--- config.mk ---
export PLATFORM = sky130hd
export DESIGN_NAME = sbit_ctrl
export DESIGN_NICKNAME = d
export VERILOG_FILES = /design/src/design/sbit_pkg.sv /design/src/design/sbit_ctrl.sv
export SDC_FILE = /design/constraint.sdc
export NUM_CORES = 1
export LEC_CHECK = 0
export ABC_CLOCK_PERIOD_IN_PS = 1620
export BUFFER_PORTS_ARGS = -buffer_cell sky130_fd_sc_hd__buf_2
export CORE_AREA = 2 2 39 41
export CTS_BUF_LIST = sky130_fd_sc_hd__clkbuf_4 sky130_fd_sc_hd__clkbuf_8
export DETAILED_ROUTE_END_ITERATION = 8
export DIE_AREA = 0 0 41 43
export GPL_TIMING_DRIVEN = 0
export PLACE_DENSITY = 0.57
export SLEW_MARGIN = 20
export SYNTH_ARGS = -nofsm -noshare
export SYNTH_HDL_FRONTEND = slang
export SYNTH_SLANG_ARGS = --single-unit
--- constraint.sdc ---
create_clock -name clk -period 1.62 [get_ports clk]
set_input_delay 0 -clock clk [delete_from_list [all_inputs] [get_ports clk]]
set_output_delay 0 -clock clk [all_outputs]
set_load 0.005 [all_outputs]
--- src/design/sbit_pkg.sv ---
// Shared constants, codes and controller/datapath handshake types for the breakpoint table.
`timescale 1ns / 1ps
package sbit_pkg;

	localparam int CAPACITY = 256;
	localparam int ADDR_W   = $clog2(CAPACITY);
	localparam int CNT_W    = $clog2(CAPACITY + 1);

	localparam logic signed [31:0] SENT_LO = 32'sh8000_0000;
	localparam logic signed [31:0] SENT_HI = 32'sh7fff_ffff;

	localparam logic [CNT_W-1:0] CNT_INIT = CNT_W'(2);
	localparam logic [CNT_W-1:0] CNT_FULL = CNT_W'(CAPACITY);

	localparam logic [1:0] FUNC_INSERT = 2'd0;
	localparam logic [1:0] FUNC_CLEAR  = 2'd2;

	localparam logic [1:0] STAT_DONE = 2'd0;
	localparam logic [1:0] STAT_DUP  = 2'd1;
	localparam logic [1:0] STAT_FULL = 2'd2;

	typedef struct packed {
		logic load;
		logic probe_rd;
		logic probe_upd;
		logic upper_rd;
		logic upper_upd;
		logic decide;
		logic shift_init;
		logic shift_rd;
		logic shift_wr;
		logic ins_wr;
		logic finish;
	} cmd_t;

	typedef struct packed {
		logic is_clear;
		logic search_more;
		logic is_eq;
		logic do_insert;
		logic need_shift;
		logic shift_last;
		logic out_free;
	} sts_t;

endpackage

--- src/design/sbit_ctrl.sv ---
// Controller: sequences search probes, shift moves, insert write and result hand-off.
`timescale 1ns / 1ps
module sbit_ctrl (
	input  logic          clk,
	input  logic          arst_n,
	input  logic          req_valid,
	output logic          req_ready,
	input  sbit_pkg::sts_t sts,
	output sbit_pkg::cmd_t cmd
);

	localparam logic [3:0] S_IDLE      = 4'd0;
	localparam logic [3:0] S_PROBE_RD  = 4'd1;
	localparam logic [3:0] S_PROBE_CMP = 4'd2;
	localparam logic [3:0] S_UPPER_RD  = 4'd3;
	localparam logic [3:0] S_UPPER_CMP = 4'd4;
	localparam logic [3:0] S_DECIDE    = 4'd5;
	localparam logic [3:0] S_SHIFT_RD  = 4'd6;
	localparam logic [3:0] S_SHIFT_WR  = 4'd7;
	localparam logic [3:0] S_INSERT_WR = 4'd8;
	localparam logic [3:0] S_FINISH    = 4'd9;

	logic [3:0] state_q;
	logic [3:0] state_d;

	assign req_ready = (state_q == S_IDLE);

	always_comb begin
		state_d = state_q;
		cmd     = '0;
		case (state_q)
			S_IDLE: begin
				if (req_valid) begin
					cmd.load = 1'b1;
					state_d  = sts.is_clear ? S_FINISH : S_PROBE_RD;
				end
			end
			S_PROBE_RD: begin
				if (sts.search_more) begin
					cmd.probe_rd = 1'b1;
					state_d      = S_PROBE_CMP;
				end else if (sts.is_eq) begin
					state_d = S_UPPER_RD;
				end else begin
					state_d = S_DECIDE;
				end
			end
			S_PROBE_CMP: begin
				cmd.probe_upd = 1'b1;
				state_d       = S_PROBE_RD;
			end
			S_UPPER_RD: begin
				cmd.upper_rd = 1'b1;
				state_d      = S_UPPER_CMP;
			end
			S_UPPER_CMP: begin
				cmd.upper_upd = 1'b1;
				state_d       = S_DECIDE;
			end
			S_DECIDE: begin
				cmd.decide = 1'b1;
				if (!sts.do_insert) begin
					state_d = S_FINISH;
				end else if (sts.need_shift) begin
					cmd.shift_init = 1'b1;
					state_d        = S_SHIFT_RD;
				end else begin
					state_d = S_INSERT_WR;
				end
			end
			S_SHIFT_RD: begin
				cmd.shift_rd = 1'b1;
				state_d      = S_SHIFT_WR;
			end
			S_SHIFT_WR: begin
				cmd.shift_wr = 1'b1;
				state_d      = sts.shift_last ? S_INSERT_WR : S_SHIFT_RD;
			end
			S_INSERT_WR: begin
				cmd.ins_wr = 1'b1;
				state_d    = S_FINISH;
			end
			S_FINISH: begin
				// hold until the output register can take the item
				if (sts.out_free) begin
					cmd.finish = 1'b1;
					state_d    = S_IDLE;
				end
			end
			default: begin
				state_d = S_IDLE;
			end
		endcase
	end

	always_ff @(posedge clk or negedge arst_n) begin
		if (!arst_n) begin
			state_q <= S_IDLE;
		end else begin
			state_q <= state_d;
		end
	end

endmodule

==> metrics.cfg, run 1 <==
[sta]
slew_headroom_pct = 69.4
timing.final.crit_period_ps = 1500
fmax_mhz = 665
rsz0062_at_grt = false
worst_slack_ps = 117
skew_ps = 0.579
finalSetupTns_ps = 0
whs_ps = 44.2
hold_viol = 0
maxSlewViolCount = 0
finalSetupViolCount = 0
min_period_over_period_pct = 92.8
worst_pin_slew_ps = 453

[synth]
ys_ff_latch = 4
yosys.area.top_type = dfrtp_1
yosysTopAreaCellShare_pct = 22.7
synth_edf_count = 0
synthFlopType = dfrtp_1
syn_area_um2 = 442
synth_warnings = 0
synth.area.top_cells = dfrtp_1, nor4b_1, buf_6
syn_inst = 51
async_reset_ff_share_pct = 100
syn_avg_cell_area_um2 = 8.66
synth_nets = 61
ys_seq_area_share_pct = 22.7
yosysUniqueCellTypes = 30

[global_route]
antenna_found_initial = 0
grt_pass1_vias = 421
grt_start_max_net_pins = 11
grt_overflow = 0
grt_first_pass_wirelength_um = 1740
grtUsageTotal_pct = 15.0

[floorplanning]
die-area_um2 = 1760
ios = 22
die_w_um = 41
initial_core_util_pct = 31.9
coreArea_um2 = 1380
fp.dieH_um = 43
num_rows = 14

[cts]
post_cts_resize_count = 0
cts_max_level = 1
cts_setup_buffers = 0
cts.clk_slew.worst_paths_ps = 40
postCtsHoldBufs = 2
cts_buffers = 3
cts.path.max_buffers = 2
cts_tree = done
cts-root-buf = clkbuf_4
clock_latency_ps = 240
cts.sinks = 4

[status]
status = finished, final reports clean

[worst_hold_path]
min-delay-start = sts[4]
hold_path_class = in2reg

[worst_setup_path]
worstPathMaxFanout = 10
end_kind = primary output
r2r-start = state_q[1]$_DFFE_PN0P_
startpoint = state_q[1]$_DFFE_PN0P_
crit_type = reg2out
cp-start-kind = register
crit_arrival_ps = 1500
worstPathRequired_ps = 1620

[drt]
route.detailed.drc = 0
vias = 466
drt_iter0_drc = 4
firstDrtPassIters = 4
ant_nets = 0
wire_per_inst_um = 11.5
via_per_inst = 5.01
wirelength_um = 1070

[placed_design]
routabilityCongestion = 0.667
dp_hpwl_um = 806
pre_cts_slack_ps = 208
io_buffer_count = 21
place_area_um2 = 567

[layout]
final_common_cell = buf_2
multi_input_area_um2 = 292
fin_area_um2 = 609
nets = 89
nFillCells = 148
insertedDiodeCount = 0
layout_common_cells = buf_2, nor2_1, nand2_1, dfrtp_1
areaGrowthSynthToFinish_pct = 38.0
top_register = state_q
largest_register_ffs = 4
drive_above_1_share_pct = 42.9
seqCellArea_um2 = 100
reg_top3 = state_q x4

[power]
p_leak_nw = 0.321
ir_drop_mv = 0.734
p_per_area_nw_per_um2 = 1520

[flow_run]
max_cap_viol_count = 0

## synth_stat cells (2+ instances only)
cell / number
nand2_1: 5
nor2_1: 5
dfrtp_1: 4
and3_1: 3
nor2b_1: 3
nor4b_1: 3
a32oi_1: 2
and2_1: 2
buf_6: 2
o21ai_0: 2
## kinds of logic (layout without fill, tap and decap cells)
group / Yosys count / in the layout / synth area share (%)
AO/OA/AOI/OAI: 14 / 14 / 26.9
buffers and inverters: 6 / 32 / 11.3
AND/OR/NAND/NOR: 26 / 26 / 35.7
multiplexers: 1 / 1 / 3.40
flip-flops: 4 / 4 / 22.7
## report_power, final
part / internal (W) / switching [W] / leakage [nW]
clock: 0.0000830 / 0.0000429 / 0.0138
sequential: 0.000143 / 0.0000413 / 0.0509
combinational: 0.000321 / 0.000294 / 0.256
total: 0.000547 / 0.000378 / 0.321
## cell type report
type,count,area share (%)
Multi-Input combinational cell,41,47.8
Timing Repair Buffer,23,20.5
Sequential cell,4,16.4
Buffer,5,7.60
Clock buffer,3,3.70
Tap cell,16,3.29
Inverter,1,0.616
## final timing paths
path,end,depth (start not counted),slack (ps)
max reg2reg,state_q[0]$_DFFE_PN0P_,3,230
min reg2reg,state_q[3]$_DFFE_PN0P_,3,680
min,state_q[1]$_DFFE_PN0P_,3,40
min in group asynchronous,state_q[3]$_DFFE_PN0P_,2,100
max,cmd[10],4,120
max in group asynchronous,state_q[2]$_DFFE_PN0P_,2,1410
## metrics by stage
stage | std cells | utilization (%) | total power (W)
floorplan | 51 | - | 0.000634
global placement | 88 | 41.0 | 0.000799
detailed placement | 88 | 41.0 | 0.000799
CTS | 93 | 44.0 | 0.000937
global route | 93 | 44.0 | 0.00102
finish | 93 | 44.0 | 0.000925
## critical path, stage by stage (launching register included)
cell and delay, ps:
dfrtp_1 400, dlymetal6s2s_1 250, nor4_1 340, and2_1 170
buf_2 100
## metal layers
metal | vias up | global-route usage (%) | part of all wire [%]
li1 | 242 | - | -
met1 | 202 | 18.9 | 48
met2 | 17 | 20.9 | 43
met3 | 5 | 6.28 | 6.4
met4 | 0 | 8.00 | 2.1
met5 | - | 0 | 0
Power figures use the tool's default switching activity.
==> run 2: changes to the inputs <==
--- a/config.mk
+++ b/config.mk
@@ -12,6 +12,7 @@
 export DETAILED_ROUTE_END_ITERATION = 8
 export DIE_AREA = 0 0 41 43
 export GPL_TIMING_DRIVEN = 0
+export MAX_ROUTING_LAYER = met4
 export PLACE_DENSITY = 0.57
 export SLEW_MARGIN = 20
 export SYNTH_ARGS = -nofsm -noshare
==> run 2 against run 1 <==
  * Count of clock-buffer cells in the layout stayed put
  * Sequential share of layout area stayed put
  * Die area stayed put
  * Fmax hardly changed
  * First-iteration DRC count stayed put
  * Sequential power hardly changed
  * Routed wire length is 0.56% lower
  * Non-clock buffer count stayed put
  * Cell count stayed put
  * Global-route usage is 0.27 points higher
  * Cell area stayed put
  * Critical path type unchanged
  * Largest cell class unchanged
  * Largest power group unchanged
==> metrics.cfg, run 2 (synthesis gave the netlist of run 1 again) <==
[cts]
post_cts_resize_count = 0  ; unchanged
cts.sinks = 4  ; unchanged
cts.path.max_buffers = 2  ; unchanged
cts.clk_slew.worst_paths_ps = 40  ; about the same
cts_max_level = 1  ; unchanged
clock_latency_ps = 240  ; about the same
cts_buffers = 3  ; unchanged
cts_tree = done
cts-root-buf = clkbuf_4

[power]
p_per_area_nw_per_um2 = 1510  ; -0.22%
p_leak_nw = 0.321  ; unchanged
ir_drop_mv = 0.730  ; -0.46%

[drt]
route.detailed.drc = 0  ; unchanged
ant_nets = 0  ; unchanged
firstDrtPassIters = 4  ; unchanged
drt_iter0_drc = 4  ; unchanged
via_per_inst = 5.06  ; +1.1%
wire_per_inst_um = 11.5  ; -0.56%
wirelength_um = 1070  ; -0.56%
vias = 471  ; +1.1%

[worst_setup_path]
worstPathRequired_ps = 1620  ; about the same
cpLargestDelayFamily = simple AND/OR/NAND/NOR gates
worstPathMaxFanout = 10  ; unchanged
cp-start-kind = register
critical_path.slowest_cell = dfrtp_1
max_stage_delay_ps = 400  ; about the same
crit_arrival_ps = 1500  ; about the same
rrSetupSlack_ps = 230  ; about the same
crit_type = reg2out
crit_buf_inv = 2  ; unchanged
end_kind = primary output
critical_path.cell_chain = dlymetal6s2s_1, nor4_1, and2_1, buf_2

[sta]
worst_pin_slew_ps = 452  ; -0.998 ps
min_period_over_period_pct = 92.8  ; about the same
skew_ps = 0.579  ; unchanged
finalSetupViolCount = 0  ; unchanged
fmax_mhz = 665  ; about the same
finalSetupTns_ps = 0  ; unchanged
worst_slack_ps = 117  ; -0.0380 ps
slew_headroom_pct = 69.4  ; about the same
hold_viol = 0  ; unchanged
whs_ps = 43.5  ; -0.726 ps
timing.final.crit_period_ps = 1500  ; +0.0380 ps
rsz0062_at_grt = false
maxSlewViolCount = 0  ; unchanged

[floorplanning]
die_w_um = 41  ; unchanged
coreArea_um2 = 1380  ; unchanged
ios = 22  ; unchanged
num_rows = 14  ; unchanged
initial_core_util_pct = 31.9  ; unchanged
fp.dieH_um = 43  ; unchanged
die-area_um2 = 1760  ; unchanged

[layout]
nFillCells = 148  ; unchanged
final_common_cell = buf_2
top_register = state_q
largest_register_ffs = 4  ; unchanged
seqCellArea_um2 = 100  ; unchanged
insertedDiodeCount = 0  ; unchanged
areaGrowthSynthToFinish_pct = 38.0  ; unchanged
multi_input_area_um2 = 292  ; unchanged
nets = 89  ; unchanged
fin_area_um2 = 609  ; unchanged
drive_above_1_share_pct = 42.9  ; unchanged
reg_top3 = state_q x4
layout_common_cells = buf_2, nor2_1, nand2_1, dfrtp_1

[placed_design]
io_buffer_count = 21  ; unchanged
place_area_um2 = 567  ; unchanged
dp_hpwl_um = 806  ; unchanged
routabilityCongestion = 0.673  ; +0.98%
pre_cts_slack_ps = 208  ; unchanged

[global_route]
antenna_found_initial = 0  ; unchanged
globalRouteMet3Util_pct = 6.28  ; unchanged
gr-usage-met2_pct = 20.9  ; unchanged
top_usage_layer = met2
grt_pass1_vias = 422  ; +0.24%
met1_usage_pct = 18.6  ; -0.33 points
grtUsageTotal_pct = 15.3  ; +0.27 points
grt_start_max_net_pins = 11  ; unchanged
grt_first_pass_wirelength_um = 1730  ; -0.40%
grt_overflow = 0  ; unchanged

[flow_run]
max_cap_viol_count = 0  ; unchanged

[worst_hold_path]
hold_path_class = in2reg

[status]
status = finished, final reports clean

[run 2: what timing repair did]
| item | 4_1_cts | 5_1_grt |
|---|---|---|
| hold buffers | 2 | 0 |
| buffers inserted | 0 | 0 |
| endpoints found under the hold margin | 5 | 0 |
[run 2: area by class of cell]
type / instances / share of cell area [%]
Multi-Input combinational cell: 41 / 47.8
Timing Repair Buffer: 23 / 20.5
Buffer: 5 / 7.60
Sequential cell: 4 / 16.4
Inverter: 1 / 0.616
Clock buffer: 3 / 3.70
Tap cell: 16 / 3.29
[run 2: worst reg2reg max path: cells and delay by family (launching register included)]
| family | cells | cell delay, ps |
|---|---|---|
| buffers and inverters | 1 | 250 |
| AOI/OAI and AO/OA | 2 | 650 |
| DFF | 1 | 400 |
[run 2: report_power, final]
group / leakage [nW] / total (W) / internal [W] / switching [W]
registers: 0.0509 / 0.000184 / 0.000143 / 0.0000412
logic: 0.256 / 0.000613 / 0.000321 / 0.000292
clock network: 0.0138 / 0.000126 / 0.0000830 / 0.0000429
total: 0.321 / 0.000923 / 0.000547 / 0.000376
[run 2: layer usage]
layer	wire length [um]	up-vias
met5	0	-
met1	507	206
met4	22	0
li1	-	243
met3	69	5
met2	465	17
[run 2: worst paths after layout]
check                      cells after the start                endpoint                   start
max in group asynchronous                      2  state_q[2]$_DFFE_PN0P_                  arst_n
hold reg to reg                                3  state_q[3]$_DFFE_PN0P_  state_q[1]$_DFFE_PN0P_
hold / removal                                 3  state_q[1]$_DFFE_PN0P_                  sts[4]
setup reg to reg                               3  state_q[0]$_DFFE_PN0P_  state_q[1]$_DFFE_PN0P_
min in group asynchronous                      2  state_q[3]$_DFFE_PN0P_                  arst_n
setup / recovery                               4                 cmd[10]  state_q[1]$_DFFE_PN0P_
[run 2: through the flow]
step | utilization, % | instances | power [W]
5_1_grt | 44.0 | 93 | 0.00102
3_3_place_gp | 41.0 | 88 | 0.000799
3_5_place_dp | 41.0 | 88 | 0.000799
6_report | 44.0 | 93 | 0.000923
2_1_floorplan | - | 51 | 0.000634
4_1_cts | 44.0 | 93 | 0.000937
